File: config.mk
export PLATFORM = sky130hd
export DESIGN_NAME = repeated_word_detector_flat
export DESIGN_NICKNAME = d
export VERILOG_FILES = /design/src/sv/rwd_pkg.sv /design/src/sv/rwd_in_if.sv /design/src/sv/rwd_out_if.sv /design/src/sv/repeated_word_detector.sv /design/src/sv/rwd_word_mem.sv /design/src/sv/rwd_seq.sv /design/src/sv/rwd_out_stage.sv /design/src/flat_wrapper.sv
export VERILOG_INCLUDE_DIRS = /design/src /design/src/sv
export SDC_FILE = /design/constraint.sdc
export NUM_CORES = 1
export LEC_CHECK = 0
export BUFFER_PORTS_ARGS = -buffer_cell sky130_fd_sc_hd__buf_4
export CORE_UTILIZATION = 40
export CTS_CLUSTER_SIZE = 25
export DETAILED_ROUTE_END_ITERATION = 10
export PLACE_DENSITY = 0.52
export SKIP_CTS_REPAIR_TIMING = 1
export SLEW_MARGIN = 20
export SYNTH_ARGS = -nofsm -noshare
export SYNTH_HDL_FRONTEND = slang
export SYNTH_SLANG_ARGS = --single-unit
File: constraint.sdc
create_clock -name clk -period 6.5 [get_ports clk]
set_clock_uncertainty 0.2 [all_clocks]
set_input_delay 0 -clock clk [delete_from_list [all_inputs] [get_ports clk]]
set_output_delay 0 -clock clk [all_outputs]
set_load 0.005 [all_outputs]
File: src/sv/repeated_word_detector_macros.svh
// assertion macros for the repeated word detector
// expects clk and arst_n in the scope of each use
`ifndef REPEATED_WORD_DETECTOR_MACROS_SVH
`define REPEATED_WORD_DETECTOR_MACROS_SVH

// same-cycle implication, checked outside reset
`define RWD_ASSERT_IMP(label, ante, cons, msg) \
	label: assert property (@(posedge clk) disable iff (!arst_n) (ante) |-> (cons)) \
		else $error(msg);

// next-cycle implication, checked outside reset
`define RWD_ASSERT_NXT(label, ante, cons, msg) \
	label: assert property (@(posedge clk) disable iff (!arst_n) (ante) |=> (cons)) \
		else $error(msg);

`endif

File: src/sv/rwd_pkg.sv
// shared constants, types and helper functions of the repeated word detector
// no dependencies
package rwd_pkg;

	localparam int unsigned MAX_WORD   = 32;
	localparam int unsigned LINE_BITS  = 24;
	localparam int unsigned BYTE_W     = 8;
	localparam int unsigned LINE_NUM_W = 24;
	localparam int unsigned LEN_W      = $clog2(MAX_WORD + 1);
	localparam int unsigned IDX_W      = $clog2(MAX_WORD);
	localparam int unsigned ADDR_W     = IDX_W + 1;
	localparam int unsigned MEM_DEPTH  = 2 ** ADDR_W;

	typedef logic [BYTE_W-1:0]     byte_t;
	typedef logic [LEN_W-1:0]      len_t;
	typedef logic [IDX_W-1:0]      idx_t;
	typedef logic [ADDR_W-1:0]     addr_t;
	typedef logic [LINE_BITS-1:0]  line_t;
	typedef logic [LINE_NUM_W-1:0] line_num_t;

	localparam logic KIND_TEXT = 1'b0;
	localparam logic KIND_END  = 1'b1;

	localparam byte_t CHAR_NL    = 8'h0A;
	localparam byte_t CHAR_TAB   = 8'h09;
	localparam byte_t CHAR_CR    = 8'h0D;
	localparam byte_t CHAR_SPACE = 8'h20;
	localparam byte_t CHAR_UC_A  = 8'h41;
	localparam byte_t CHAR_UC_Z  = 8'h5A;
	localparam byte_t CHAR_LC_A  = 8'h61;
	localparam byte_t CHAR_LC_Z  = 8'h7A;
	localparam byte_t CASE_BIT   = 8'h20;

	localparam logic [1:0] ST_IDLE    = 2'd0;
	localparam logic [1:0] ST_CMP     = 2'd1;
	localparam logic [1:0] ST_EMIT_RD = 2'd2;
	localparam logic [1:0] ST_EMIT_WR = 2'd3;

	typedef struct packed {
		logic  we;
		addr_t waddr;
		byte_t wdata;
		addr_t raddr;
	} mem_req_t;

	typedef struct packed {
		logic      valid;
		line_num_t line;
		byte_t     ch;
		logic      last;
	} push_t;

	function automatic logic is_space(byte_t c);
		return (c == CHAR_SPACE) || (c >= CHAR_TAB && c <= CHAR_CR);
	endfunction

	function automatic logic is_upper(byte_t c);
		return c >= CHAR_UC_A && c <= CHAR_UC_Z;
	endfunction

	function automatic logic is_letter(byte_t c);
		return is_upper(c) || (c >= CHAR_LC_A && c <= CHAR_LC_Z);
	endfunction

	function automatic byte_t fold(byte_t c);
		return is_upper(c) ? (c | CASE_BIT) : c;
	endfunction

endpackage

File: src/sv/rwd_in_if.sv
// input channel of the repeated word detector: text bytes and end of text
// depends on rwd_pkg
interface rwd_in_if;
	logic           valid;
	logic           ready;
	logic           kind;
	rwd_pkg::byte_t text_byte;

	modport source (output valid, output kind, output text_byte, input ready);
	modport sink (input valid, input kind, input text_byte, output ready);
endinterface

File: src/sv/rwd_out_if.sv
// output channel of the repeated word detector: reported word bytes
// depends on rwd_pkg
interface rwd_out_if;
	logic               valid;
	logic               ready;
	rwd_pkg::line_num_t line_number;
	rwd_pkg::byte_t     word_char;
	logic               last_char;

	modport source (output valid, output line_number, output word_char, output last_char,
		input ready);
	modport sink (input valid, input line_number, input word_char, input last_char,
		output ready);
endinterface

File: src/sv/repeated_word_detector.sv
// repeated word detector: a text byte that is compared with the stored byte of the previous
// word holds the input closed for a compare state (one registered read of the word memory)
// a report of an N-byte word holds the input closed, per byte a read, then a load of the
// output register, and longer while the report channel stalls
// asynchronous reset: line 1, empty previous word, no run; word memory is not cleared
// depends on rwd_pkg, rwd_in_if, rwd_out_if, rwd_word_mem, rwd_seq, rwd_out_stage
`include "repeated_word_detector_macros.svh"

module repeated_word_detector (
	input  logic      clk,
	input  logic      arst_n,
	rwd_in_if.sink    text_in,
	rwd_out_if.source report_out
);

	rwd_pkg::mem_req_t mem_req;
	rwd_pkg::push_t    push;
	rwd_pkg::byte_t    rd_data;
	logic              slot_free;

	rwd_word_mem u_mem (
		.clk     (clk),
		.req     (mem_req),
		.rd_data (rd_data)
	);

	rwd_seq u_seq (
		.clk       (clk),
		.arst_n    (arst_n),
		.text_in   (text_in),
		.rd_data   (rd_data),
		.slot_free (slot_free),
		.mem_req   (mem_req),
		.push      (push)
	);

	rwd_out_stage u_out (
		.clk        (clk),
		.arst_n     (arst_n),
		.push       (push),
		.slot_free  (slot_free),
		.report_out (report_out)
	);

	`RWD_ASSERT_IMP(a_push_blocks_input, push.valid, !text_in.ready, "report while input open")
	`RWD_ASSERT_IMP(a_push_into_free, push.valid, slot_free, "report byte into full slot")
	`RWD_ASSERT_NXT(a_last_frees_input, push.valid && push.last, text_in.ready,
		"input not reopened after last report byte")

endmodule

File: src/sv/rwd_word_mem.sv
// word store: two banks of MAX_WORD bytes, current and previous word, swapped per word
// one write port, one registered read port; depends on rwd_pkg
module rwd_word_mem (
	input  logic              clk,
	input  rwd_pkg::mem_req_t req,
	output rwd_pkg::byte_t    rd_data
);

	rwd_pkg::byte_t mem [rwd_pkg::MEM_DEPTH];

	always_ff @(posedge clk) begin
		if (req.we) begin
			mem[req.waddr] <= req.wdata;
		end
		rd_data <= mem[req.raddr];
	end

endmodule

File: src/sv/rwd_seq.sv
// sequencer: word tracking, byte compare against the previous word, report readout
// depends on rwd_pkg, rwd_in_if
module rwd_seq (
	input  logic              clk,
	input  logic              arst_n,
	rwd_in_if.sink            text_in,
	input  rwd_pkg::byte_t    rd_data,
	input  logic              slot_free,
	output rwd_pkg::mem_req_t mem_req,
	output rwd_pkg::push_t    push
);

	logic [1:0]          state_q;
	logic                inside_q;
	logic                mismatch_q;
	logic                first_letter_q;
	logic                run_rep_q;
	logic                sel_q;
	logic                emit_bank_q;
	rwd_pkg::len_t       cur_len_q;
	rwd_pkg::len_t       prev_len_q;
	rwd_pkg::len_t       emit_len_q;
	rwd_pkg::idx_t       emit_idx_q;
	rwd_pkg::line_t      line_q;
	rwd_pkg::line_num_t  rpt_line_q;
	rwd_pkg::byte_t      lc_q;

	logic                accept;
	logic                is_end;
	logic                is_sp;
	logic                room;
	logic                add_byte;
	logic                need_cmp;
	logic                equal;
	logic                start_emit;
	logic                emitting;
	logic                emit_last;
	rwd_pkg::byte_t      lc;
	rwd_pkg::len_t       len_eff;
	rwd_pkg::idx_t       wr_idx;

	assign text_in.ready = (state_q == rwd_pkg::ST_IDLE);
	assign accept        = text_in.valid && text_in.ready;
	assign is_end        = (text_in.kind == rwd_pkg::KIND_END);
	assign is_sp         = rwd_pkg::is_space(text_in.text_byte);
	assign lc            = rwd_pkg::fold(text_in.text_byte);
	assign len_eff       = inside_q ? cur_len_q : '0;
	assign wr_idx        = len_eff[rwd_pkg::IDX_W-1:0];
	assign room          = len_eff < rwd_pkg::LEN_W'(rwd_pkg::MAX_WORD);
	assign add_byte      = accept && !is_end && !is_sp && room;
	assign need_cmp      = add_byte && (len_eff < prev_len_q);
	assign equal         = !mismatch_q && (cur_len_q == prev_len_q) && (cur_len_q != '0)
		&& first_letter_q;
	assign start_emit    = equal && !run_rep_q;
	assign emitting      = (state_q == rwd_pkg::ST_EMIT_RD) || (state_q == rwd_pkg::ST_EMIT_WR);
	assign emit_last     = (rwd_pkg::LEN_W'(emit_idx_q) + rwd_pkg::LEN_W'(1)) == emit_len_q;

	assign mem_req.we    = add_byte;
	assign mem_req.waddr = {sel_q, wr_idx};
	assign mem_req.wdata = lc;
	assign mem_req.raddr = emitting ? {emit_bank_q, emit_idx_q} : {~sel_q, wr_idx};

	assign push.valid = (state_q == rwd_pkg::ST_EMIT_WR) && slot_free;
	assign push.line  = rpt_line_q;
	assign push.ch    = rd_data;
	assign push.last  = emit_last;

	always_ff @(posedge clk) begin
		if (add_byte) begin
			lc_q <= lc;
		end
	end

	always_ff @(posedge clk or negedge arst_n) begin
		if (!arst_n) begin
			state_q        <= rwd_pkg::ST_IDLE;
			inside_q       <= 1'b0;
			mismatch_q     <= 1'b0;
			first_letter_q <= 1'b0;
			run_rep_q      <= 1'b0;
			sel_q          <= 1'b0;
			emit_bank_q    <= 1'b0;
			cur_len_q      <= '0;
			prev_len_q     <= '0;
			emit_len_q     <= '0;
			emit_idx_q     <= '0;
			line_q         <= rwd_pkg::LINE_BITS'(1);
			rpt_line_q     <= '0;
		end else begin
			unique case (state_q)
				rwd_pkg::ST_IDLE: begin
					if (accept && (is_end || is_sp)) begin
						// word end
						if (inside_q) begin
							if (start_emit) begin
								rpt_line_q  <= rwd_pkg::LINE_NUM_W'(line_q);
								emit_bank_q <= sel_q;
								emit_idx_q  <= '0;
								emit_len_q  <= cur_len_q;
								run_rep_q   <= 1'b1;
								state_q     <= rwd_pkg::ST_EMIT_RD;
							end else if (!equal) begin
								run_rep_q <= 1'b0;
							end
							prev_len_q <= cur_len_q;
							sel_q      <= ~sel_q;
							inside_q   <= 1'b0;
							cur_len_q  <= '0;
							mismatch_q <= 1'b0;
						end
						if (is_end) begin
							line_q     <= rwd_pkg::LINE_BITS'(1);
							prev_len_q <= '0;
							run_rep_q  <= 1'b0;
						end else if (text_in.text_byte == rwd_pkg::CHAR_NL && line_q != '1) begin
							line_q <= line_q + rwd_pkg::LINE_BITS'(1);
						end
					end else if (accept) begin
						inside_q <= 1'b1;
						if (!inside_q) begin
							mismatch_q <= 1'b0;
						end
						if (room) begin
							cur_len_q <= len_eff + rwd_pkg::LEN_W'(1);
							if (len_eff == '0) begin
								first_letter_q <= rwd_pkg::is_letter(text_in.text_byte);
							end
							if (!need_cmp) begin
								mismatch_q <= 1'b1;
							end
							if (need_cmp) begin
								state_q <= rwd_pkg::ST_CMP;
							end
						end
					end
				end
				rwd_pkg::ST_CMP: begin
					if (rd_data != lc_q) begin
						mismatch_q <= 1'b1;
					end
					state_q <= rwd_pkg::ST_IDLE;
				end
				rwd_pkg::ST_EMIT_RD: begin
					state_q <= rwd_pkg::ST_EMIT_WR;
				end
				rwd_pkg::ST_EMIT_WR: begin
					if (slot_free) begin
						emit_idx_q <= emit_idx_q + rwd_pkg::IDX_W'(1);
						state_q    <= emit_last ? rwd_pkg::ST_IDLE : rwd_pkg::ST_EMIT_RD;
					end
				end
				default: begin
					state_q <= rwd_pkg::ST_IDLE;
				end
			endcase
		end
	end

endmodule

File: src/sv/rwd_out_stage.sv
// output register between the sequencer and the report channel
// depends on rwd_pkg, rwd_out_if
module rwd_out_stage (
	input  logic           clk,
	input  logic           arst_n,
	input  rwd_pkg::push_t push,
	output logic           slot_free,
	rwd_out_if.source      report_out
);

	logic               valid_q;
	rwd_pkg::line_num_t line_q;
	rwd_pkg::byte_t     ch_q;
	logic               last_q;

	assign slot_free              = !valid_q || report_out.ready;
	assign report_out.valid       = valid_q;
	assign report_out.line_number = line_q;
	assign report_out.word_char   = ch_q;
	assign report_out.last_char   = last_q;

	always_ff @(posedge clk or negedge arst_n) begin
		if (!arst_n) begin
			valid_q <= 1'b0;
		end else if (push.valid) begin
			valid_q <= 1'b1;
		end else if (report_out.ready) begin
			valid_q <= 1'b0;
		end
	end

	always_ff @(posedge clk) begin
		if (push.valid) begin
			line_q <= push.line;
			ch_q   <= push.ch;
			last_q <= push.last;
		end
	end

endmodule
File: src/flat_wrapper.sv
// flat-port wrapper written by rule: the top's interface ports become plain ports
module repeated_word_detector_flat 
  (clk, arst_n, text_in_valid, text_in_kind, text_in_text_byte, text_in_ready, report_out_valid, report_out_line_number, report_out_word_char, report_out_last_char, report_out_ready);
  rwd_in_if text_in_i ();
  rwd_out_if report_out_i ();
  input  logic clk;
  input  logic arst_n;
  input wire logic [$bits(text_in_i.valid)-1:0] text_in_valid;
  input wire logic [$bits(text_in_i.kind)-1:0] text_in_kind;
  input wire logic [$bits(text_in_i.text_byte)-1:0] text_in_text_byte;
  output wire logic [$bits(text_in_i.ready)-1:0] text_in_ready;
  output wire logic [$bits(report_out_i.valid)-1:0] report_out_valid;
  output wire logic [$bits(report_out_i.line_number)-1:0] report_out_line_number;
  output wire logic [$bits(report_out_i.word_char)-1:0] report_out_word_char;
  output wire logic [$bits(report_out_i.last_char)-1:0] report_out_last_char;
  input wire logic [$bits(report_out_i.ready)-1:0] report_out_ready;
  assign text_in_i.valid = text_in_valid;
  assign text_in_i.kind = text_in_kind;
  assign text_in_i.text_byte = text_in_text_byte;
  assign text_in_ready = text_in_i.ready;
  assign report_out_valid = report_out_i.valid;
  assign report_out_line_number = report_out_i.line_number;
  assign report_out_word_char = report_out_i.word_char;
  assign report_out_last_char = report_out_i.last_char;
  assign report_out_i.ready = report_out_ready;
  repeated_word_detector u_core (.clk(clk), .arst_n(arst_n), .text_in(text_in_i), .report_out(report_out_i));
endmodule
==> results.sh, run 1 <==
export IMPL_fin_setup_tns_ns=0
export IMPL_worst_pin_slew_ns=1.10
export IMPL_cap_violations=0
export IMPL_antenna_found_initial=1
export IMPL_synth_cells=1654
export IMPL_die_w_um=257
export IMPL_status="complete, no violations"
export IMPL_grt_overflow_total=0
export IMPL_synth_edff_count=553
export IMPL_slew_headroom=0.265
export IMPL_hold_viol_final=0
export IMPL_reg2reg_depth=8
export IMPL_cts_htree_levels=3
export IMPL_die_area_mm2=0.0659
export IMPL_min_from="text_in_text_byte[5]"
export IMPL_synth_avg_cell_area_um2=15.7
export IMPL_gp_congestion=0.816
export IMPL_viasPerCell=5.80
export IMPL_drtAntennaViolNets=0
export IMPL_syn_nets=1676
export IMPL_report_final_setup_viol=0
export IMPL_maxSlewViolCount=0
export IMPL_worst_slack_ns=1.99
export IMPL_syn_area_mm2=0.0260
export IMPL_synthAdderAreaFrac=0.00434
export IMPL_post_place_ws_ns=1.94
export IMPL_worstPathRequired_ns=6.80
export IMPL_worstSkewPairLatency_ns=0.61
export IMPL_p_per_area_mw_per_mm2=354
export IMPL_power_leakage_nw=10.1
export IMPL_root_buffer="clkbuf_16"
export IMPL_wl_per_cell_um=26.0
export IMPL_synth_async_sr_flop_share=0.125
export IMPL_synth_distinct_cells=82
export IMPL_grt_use_total=0.209
export IMPL_holdWs_ns=0.00100
export IMPL_worstPathArrival_ns=4.80
export IMPL_rsz0062_at_grt="false"
export IMPL_hold_path_depth=5
export IMPL_synth_simple_area_share=0.0766
export IMPL_startpoint="u_core.u_seq.state_q[1]"
export IMPL_fin_crit_sh=0.693
export IMPL_ir_drop_uv=181
export IMPL_r2r_end="u_core.u_mem.rd_data[7]"
export IMPL_synth_xor_area_share=0.00945
export IMPL_synth_top_area_share=0.640
export IMPL_grt_max_degree=83
export IMPL_n_antenna_cell=0
export IMPL_synth_mux_area_frac=0.0679
export IMPL_via_count=15200
export IMPL_port_buffers=47
export IMPL_clk_pin_slew_worst_paths_ns=0.06
export IMPL_synthToLayoutAreaGrowth_pct=14.1
export IMPL_yosys_area_top_type="edfxtp_1"
export IMPL_cts_sinks=641
export IMPL_io_pins=48
export IMPL_drive_above_1_share=0.154
export IMPL_r2r_slack_ns=1.99
export IMPL_die_h_um=257
export IMPL_yosys_warnings=0
export IMPL_fmax_mhz=222
export IMPL_fp_row_count=93
export IMPL_synth_top_family_by_area="compound AO/OA/AOI/OAI gates"
export IMPL_cts_tree="done"
export IMPL_ys_flop_type="edfxtp_1"
export IMPL_whs_endpoint="u_core.u_seq.emit_len_q[5]"
export IMPL_synth_area_leaders="edfxtp_1, dfrtp_1, mux4_2"
export IMPL_drcViolationCount=0
export IMPL_ctsLongestPathBuffers=3
export IMPL_crit_path_start_kind="register"
export IMPL_grt_pass1_vias=14700
export IMPL_synth_compound_area_frac=0.0951
export IMPL_wl_um=68100
export IMPL_drtPass1Iterations=6
export IMPL_ys_ff_latch=641
export IMPL_r2r_start="u_core.u_seq.state_q[1]"
export IMPL_path_max_fanout=82
export IMPL_coreArea_mm2=0.0642
export IMPL_cts_buffers=69
export IMPL_final_util=0.461
export IMPL_dp_hpwl_um=41900
export IMPL_start_util=0.404
export IMPL_nets=1733
export IMPL_seq_area_frac_synth=0.723
export IMPL_grt_pass1_wl_um=102000
export IMPL_min_path_type="in2reg"
export IMPL_crit_type="reg2reg"
export IMPL_fin_crit_ns=4.51
export IMPL_end_kind="register"
export IMPL_initialDrtViolationCount=1583
==> layout make-up <==
| cell class | instances | area, um^2 |
|---|---|---|
| Timing Repair Buffer | 89 | 747 |
| Tap cell | 855 | 1070 |
| Sequential cell | 641 | 18800 |
| Fill cell | 5619 | 34600 |
| Multi-Input combinational cell | 886 | 6640 |
| Inverter | 24 | 90.1 |
| Clock buffer | 84 | 1840 |
| Clock inverter | 42 | 439 |
==> metrics by stage <==
stage	power (mW)	instance area [um^2]	cells
final	10.5	29600	2621
after global routing	10.9	29600	2621
after CTS	10.5	29400	2608
after detailed placement	6.60	27200	2482
after global placement	6.60	27200	2482
after floorplan	5.92	26000	1654
==> cell usage after synthesis (5+ instances only) <==
library cell,instances
a221oi_1,15
a221o_1,8
edfxtp_1,553
ha_1,9
nor3_1,5
and4_1,9
xor2_1,19
a211o_1,8
mux4_2,56
a21oi_1,75
o21ai_0,48
or3_1,16
nand2_1,143
or4_1,6
nor2_1,92
dfxtp_1,8
buf_1,7
clkbuf_1,61
a311oi_1,7
a311o_1,14
o31ai_1,7
mux4_1,8
xnor2_1,9
nand4_1,12
buf_2,26
o22ai_1,6
dfrtp_1,79
a211oi_1,70
mux2_1,8
and3_1,68
mux2_2,16
o21ai_1,9
o211ai_1,6
a22o_1,16
nand3_1,24
a31oi_1,8
a21o_1,23
inv_1,22
a22oi_1,8
==> where the power goes <==
| group | switching [mW] | internal (mW) |
|---|---|---|
| clock | 1.63 | 2.32 |
| combinational | 1.14 | 0.637 |
| sequential | 0.173 | 4.58 |
| total | 2.94 | 7.54 |
==> per-layer routing <==
metal  GRT usage  wire length (um)
met1       0.319             31800
met2       0.310             30500
met5           0                 0
met3      0.0338              4620
met4      0.0509              1180
==> critical path: stages, from the launching register on <==
cell and delay [ns]:
dfrtp_1 0.81, buf_4 0.33, and3b_2 0.26, nor2_4 0.75, buf_12 0.51, mux4_1 0.62
a221oi_1 0.49, o21ai_1 0.16, and4_1 0.18
==> worst max path at each step <==
stage,end,slack [ns],depth (start not counted)
after floorplan,u_core.u_seq.emit_idx_q[3],3.65,9
after global placement,u_core.u_mem.rd_data[6],2.00,9
after detailed placement,u_core.u_mem.rd_data[6],1.94,9
after CTS,u_core.u_mem.rd_data[6],1.89,9
after global routing,u_core.u_mem.rd_data[1],1.64,8
final,u_core.u_mem.rd_data[7],1.99,8
==> cell families (layout without fill, tap and decap cells) <==
kind of cell / Yosys count / count (layout)
XOR/XNOR: 28 / 28
multiplexers: 90 / 90
AND/OR/NAND/NOR: 407 / 407
AO/OA/AOI/OAI: 352 / 352
buffers and inverters: 127 / 239
flip-flops: 641 / 641
adder cells (fa/ha/maj): 9 / 9
==> flip-flops by register name (all words and copies together) (netlist names), 2 cells and up <==
| register | flops |
|---|---|
| u_core.u_seq.cur_len_q | 6 |
| u_core.u_out.report_out.line_number | 24 |
| u_core.u_seq.emit_len_q | 6 |
| u_core.u_mem.mem | 512 |
| u_core.u_seq.lc_q | 8 |
| u_core.u_out.report_out.word_char | 8 |
| u_core.u_seq.prev_len_q | 6 |
| u_core.u_mem.rd_data | 8 |
| u_core.u_seq.emit_idx_q | 5 |
| u_core.u_seq.state_q | 2 |
| u_core.u_seq.line_q | 24 |
| u_core.u_seq.rpt_line_q | 24 |
==> placed cells by master, fill, tap and decap left out, types with 16 or more instances in the layout <==
master / instances
edfxtp_1: 553
nand2_1: 142
nor2_1: 92
dfrtp_1: 79
a21oi_1: 75
buf_4: 73
a211oi_1: 70
clkbuf_16: 70
and3_1: 68
mux4_2: 56
o21ai_0: 48
nand3_1: 24
a21o_1: 23
inv_1: 22
clkinv_1: 19
xor2_1: 19
a22o_1: 16
or3_1: 16
mux2_2: 16
Power figures use the tool's default switching activity.
==> run 2: changes to the inputs <==
clock period = 4.2 ns   (was 6.5 ns; I/O delays follow)
==> run 2 against run 1 <==
Net effect: cell count grew 3.2%; worst setup slack got worse by 1.8 ns; register-to-register slack got worse by 1.8 ns; count of clock-buffer cells in the layout up 7; critical endpoint is now u_core.u_mem.rd_data[4]; first-iteration DRC count up 5.7%; non-clock buffer count rose by 81; fmax increased by 14%; core utilization increased by 1.1 points.
==> results.sh, run 2 (synthesized netlist as in run 1, its figures left out) <==
export IMPL_gp_congestion=0.824
export IMPL_power_leakage_nw=10.6
export IMPL_grt_pass1_wl_um=103000
export IMPL_nets=1815
export IMPL_die_area_mm2=0.0659
export IMPL_drtPass1Iterations=7
export IMPL_n_antenna_cell=0
export IMPL_antenna_found_initial=1
export IMPL_reg2reg_depth=7
export IMPL_ctsLongestPathBuffers=3
export IMPL_fin_crit_ns=3.96
export IMPL_slew_headroom=0.337
export IMPL_ir_drop_uv=279
export IMPL_end_kind="register"
export IMPL_critPathTopFamily="compound AO/OA/AOI/OAI gates"
export IMPL_die_h_um=257
export IMPL_r2r_start="u_core.u_seq.inside_q"
export IMPL_synthToLayoutAreaGrowth_pct=16.8
export IMPL_grt_pass1_vias=15200
export IMPL_startpoint="u_core.u_seq.inside_q"
export IMPL_post_place_ws_ns=0.225
export IMPL_coreArea_mm2=0.0642
export IMPL_drcViolationCount=0
export IMPL_cp_cell_sequence="nand2_1, o21ai_4, buf_4, mux4_2, a221oi_1, o21ai_0, and4_1"
export IMPL_fp_row_count=93
export IMPL_worst_slack_ns=0.236
export IMPL_clk_pin_slew_worst_paths_ns=0.06
export IMPL_min_path_type="in2reg"
export IMPL_rsz0062_at_grt="false"
export IMPL_final_common_cell="edfxtp_1"
export IMPL_p_per_area_mw_per_mm2=543
export IMPL_wl_met1_um=32000
export IMPL_fin_setup_tns_ns=0
export IMPL_initialDrtViolationCount=1674
export IMPL_drtAntennaViolNets=0
export IMPL_viasPerCell=5.68
export IMPL_regMostFlops="u_core.u_mem.mem"
export IMPL_start_util=0.404
export IMPL_maxSlewViolCount=0
export IMPL_cts_buffers=70
export IMPL_worst_pin_slew_ns=0.994
export IMPL_fmax_mhz=252
export IMPL_crit_path_start_kind="register"
export IMPL_cts_htree_levels=3
export IMPL_drive_above_1_share=0.191
export IMPL_crit_slowest_cell="o21ai_4"
export IMPL_via_count=15400
export IMPL_top_layer_used="met4"
export IMPL_cts_tree="done"
export IMPL_endpoint="u_core.u_mem.rd_data[4]"
export IMPL_cts_sinks=641
export IMPL_die_w_um=257
export IMPL_r2r_slack_ns=0.24
export IMPL_path_max_fanout=18
export IMPL_dp_hpwl_um=43800
export IMPL_io_pins=48
export IMPL_wl_per_cell_um=25.6
export IMPL_holdWs_ns=0.00660
export IMPL_worstSkewPairLatency_ns=0.61
export IMPL_cp_slowest_stage_delay_ns=0.71
export IMPL_grt_overflow_total=0
export IMPL_status="complete, no violations"
export IMPL_largest_reg_flops=512
export IMPL_wl_met3_um=3890
export IMPL_worstPathRequired_ns=4.49
export IMPL_met2_length_um=32100
export IMPL_crit_type="reg2reg"
export IMPL_grt_use_total=0.210
export IMPL_worstPathArrival_ns=4.26
export IMPL_cap_violations=0
export IMPL_final_area_mm2=0.0303
export IMPL_fin_crit_sh=0.944
export IMPL_critPathBufInv=1
export IMPL_layout_common_cells="edfxtp_1, buf_4, nand2_1"
export IMPL_port_buffers=47
export IMPL_hold_viol_final=0
export IMPL_root_buffer="clkbuf_16"
export IMPL_wl_um=69400
export IMPL_cp_num_cells=7
export IMPL_grt_max_degree=81
export IMPL_r2r_end="u_core.u_mem.rd_data[4]"
export IMPL_placed_area_mm2=0.0278
export IMPL_report_final_setup_viol=0
[run 2: changes by cell type in the layout (fill, tap and decap cells not counted), sizes merged]
cell      before  now
inv           26   27
buf           77  158
clkinv        32   25
bufinv         7    8
clkbuf        84   91
clkinvlp       1    2
[run 2: worst min path at each step]
stage / start / endpoint / slack, ns / depth (start not counted)
2_1_floorplan: arst_n / u_core.u_out.report_out.valid / -0.50 / 0
3_3_place_gp: arst_n / u_core.u_seq.rpt_line_q[0] / 0.06 / 1
3_5_place_dp: arst_n / u_core.u_seq.rpt_line_q[0] / 0.07 / 1
4_1_cts: arst_n / u_core.u_seq.rpt_line_q[12] / -0.57 / 1
5_1_grt: text_in_text_byte[5] / u_core.u_seq.cur_len_q[3] / 0.04 / 4
6_report: text_in_text_byte[5] / u_core.u_seq.inside_q / 0.007 / 4
[run 2: worst reg2reg max path: cells and delay by family (launching register included)]
family	cells	cell delay, ns
compound gates	3	1.66
simple gates	2	0.67
buf+inv	1	0.35
flops	1	0.64
mux	1	0.33
[run 2: layout make-up]
cell class                      instances  area, um^2
Clock buffer                           91        1880
Fill cell                            5589       33900
Multi-Input combinational cell        886        6640
Sequential cell                       641       18800
Inverter                               24        90.1
Timing Repair Buffer                  170        1410
Tap cell                              855        1070
Clock inverter                         38         448
[run 2: power by group]
part | leakage, nW | internal (mW) | switching [mW] | total (mW)
logic | 3.37 | 1.13 | 1.77 | 2.90
registers | 6.07 | 7.09 | 0.233 | 7.33
clock network | 1.13 | 3.69 | 2.53 | 6.22
total | 10.6 | 11.9 | 4.54 | 16.4
[run 2: per-layer routing]
layer	vias up	GRT usage
met2	504	0.322
met1	7966	0.312
met4	0	0.0584
li1	6810	-
met5	-	0
met3	86	0.0301
[run 2: metrics by stage]
step	utilization	instances	total power, mW
finish	0.472	2705	16.4
global route	0.472	2705	17.0
CTS	0.469	2692	16.6
detailed placement	0.433	2563	10.3
global placement	0.433	2563	10.3
floorplan	-	1654	9.16
==> run 3: changes to the inputs <==
CELL_PAD_IN_SITES_DETAIL_PLACEMENT = 0   (was not set)
CELL_PAD_IN_SITES_GLOBAL_PLACEMENT = 1   (was not set)
CTS_BUF_LIST = sky130_fd_sc_hd__clkbuf_16   (was not set)
PLACE_DENSITY = 0.59   (was 0.52)
==> run 3 against run 2 <==
Net effect: total power down 2.3%; sequential power about the same; cell count down 0.22%; critical path depth unchanged; largest cell class unchanged.
==> results.sh, run 3 (synthesized netlist as in run 1, its figures left out) <==
export IMPL_drtPass1Iterations=5
export IMPL_via_count=15300
export IMPL_die_w_um=257
export IMPL_path_max_fanout=16
export IMPL_drtAntennaViolNets=0
export IMPL_grt_max_degree=81
export IMPL_worstPathArrival_ns=3.85
export IMPL_post_place_ws_ns=0.731
export IMPL_cp_slowest_stage_delay_ns=0.63
export IMPL_die_area_mm2=0.0659
export IMPL_cts_sinks=641
export IMPL_gp_congestion=0.832
export IMPL_regMostFlops="u_core.u_mem.mem"
export IMPL_worst_slack_ns=0.666
export IMPL_min_path_type="in2reg"
export IMPL_final_area_mm2=0.0302
export IMPL_fp_row_count=93
export IMPL_worstSkewPairLatency_ns=0.62
export IMPL_fmax_mhz=283
export IMPL_n_antenna_cell=0
export IMPL_wl_um=69500
export IMPL_status="complete, no violations"
export IMPL_coreArea_mm2=0.0642
export IMPL_maxSlewViolCount=0
export IMPL_wl_per_cell_um=25.7
export IMPL_dp_hpwl_um=43500
export IMPL_worstPathRequired_ns=4.51
export IMPL_io_pins=48
export IMPL_die_h_um=257
export IMPL_crit_path_start_kind="register"
export IMPL_cts_buffers=69
export IMPL_placed_area_mm2=0.0278
export IMPL_nets=1816
export IMPL_port_buffers=47
export IMPL_cts_htree_levels=3
export IMPL_initialDrtViolationCount=1533
export IMPL_crit_slowest_cell="a221oi_1"
export IMPL_cts_tree="done"
export IMPL_grt_pass1_wl_um=103000
export IMPL_p_per_area_mw_per_mm2=533
export IMPL_fin_crit_sh=0.841
export IMPL_power_mw=16.1
export IMPL_fin_setup_tns_ns=0
export IMPL_grt_use_total=0.213
export IMPL_drcViolationCount=0
export IMPL_slew_headroom=0.306
export IMPL_worst_pin_slew_ns=1.03
export IMPL_drive_above_1_share=0.188
export IMPL_clk_pin_slew_worst_paths_ns=0.06
export IMPL_root_buffer="clkbuf_16"
export IMPL_rsz0062_at_grt="false"
export IMPL_start_util=0.404
export IMPL_cap_violations=0
export IMPL_grt_pass1_vias=15100
export IMPL_largest_reg_flops=512
export IMPL_hold_viol_final=0
export IMPL_fillers=5619
export IMPL_antenna_found_initial=2
export IMPL_synthToLayoutAreaGrowth_pct=16.3
export IMPL_grt_overflow_total=0
export IMPL_final_common_cell="edfxtp_1"
export IMPL_cp_cell_sequence="and3b_2, nor2_4, buf_4, mux4_1, a221oi_1, o21ai_0, and4_1"
export IMPL_ir_drop_uv=438
export IMPL_power_leakage_nw=10.6
export IMPL_crit_type="reg2reg"
export IMPL_layout_common_cells="edfxtp_1, buf_4, nand2_1"
export IMPL_end_kind="register"
export IMPL_final_util=0.470
export IMPL_fin_crit_ns=3.53
export IMPL_ctsLongestPathBuffers=3
export IMPL_viasPerCell=5.66
export IMPL_report_final_setup_viol=0
run 3: cell count changes in the layout (fill, tap and decap cells not counted), moves of 2 or more:
cell and change:
bufinv_16 -3, clkbuf_1 -17, clkbuf_8 -3, clkinv_1 +5, clkinv_16 +2, clkinv_4 -2
inv_1 +13, inv_16 -2
run 3: stage by stage:
step,hold slack (ns),cells
floorplan,-0.496,1654
global placement,0.0678,2564
detailed placement,0.0667,2564
CTS,-0.585,2685
global route,0.0228,2699
finish,0.0215,2699
run 3: metal layers:
metal  track usage  wire length [um]  vias up
li1              -                 -     6815
met1         0.314             32000     7891
met2         0.322             31600      470
met3        0.0337              3820       98
met4        0.0668              1990        0
met5             0                 0        -
run 3: path summary, 6_finish.rpt:
path	start	endpoint	slack, ns	cells past startpoint
max	u_core.u_seq.inside_q	u_core.u_mem.rd_data[2]	0.67	7
min in group asynchronous	arst_n	u_core.u_seq.line_q[0]	0.28	3
max in group asynchronous	arst_n	u_core.u_seq.emit_len_q[1]	3.11	4
min	text_in_text_byte[3]	u_core.u_mem.mem[22][3]	0.02	2
max reg2reg	u_core.u_seq.inside_q	u_core.u_mem.rd_data[2]	0.67	7
min reg2reg	u_core.u_seq.rpt_line_q[14]	u_core.u_out.report_out.line_number[14]	0.24	0
run 3: critical path: cells and delay by family, from the launching register on:
| kind | cells | cell delay [ns] |
|---|---|---|
| AND/OR/NAND/NOR | 3 | 0.92 |
| flip-flops | 1 | 0.56 |
| AO/OA/AOI/OAI | 2 | 0.83 |
| buffers and inverters | 1 | 0.33 |
| multiplexers | 1 | 0.58 |
run 3: power by group:
part | internal, mW | switching, mW | total (mW)
Sequential | 7.09 | 0.224 | 7.32
Combinational | 1.12 | 1.73 | 2.85
Clock | 3.39 | 2.52 | 5.90
run 3: final cells by class:
class | count | area, um^2 | share of cell area
Sequential cell | 641 | 18800 | 0.622
Multi-Input combinational cell | 886 | 6640 | 0.220
Clock buffer | 71 | 1780 | 0.0589
Timing Repair Buffer | 172 | 1420 | 0.0471
Tap cell | 855 | 1070 | 0.0354
Clock inverter | 50 | 415 | 0.0138
Inverter | 24 | 90.1 | 0.00298
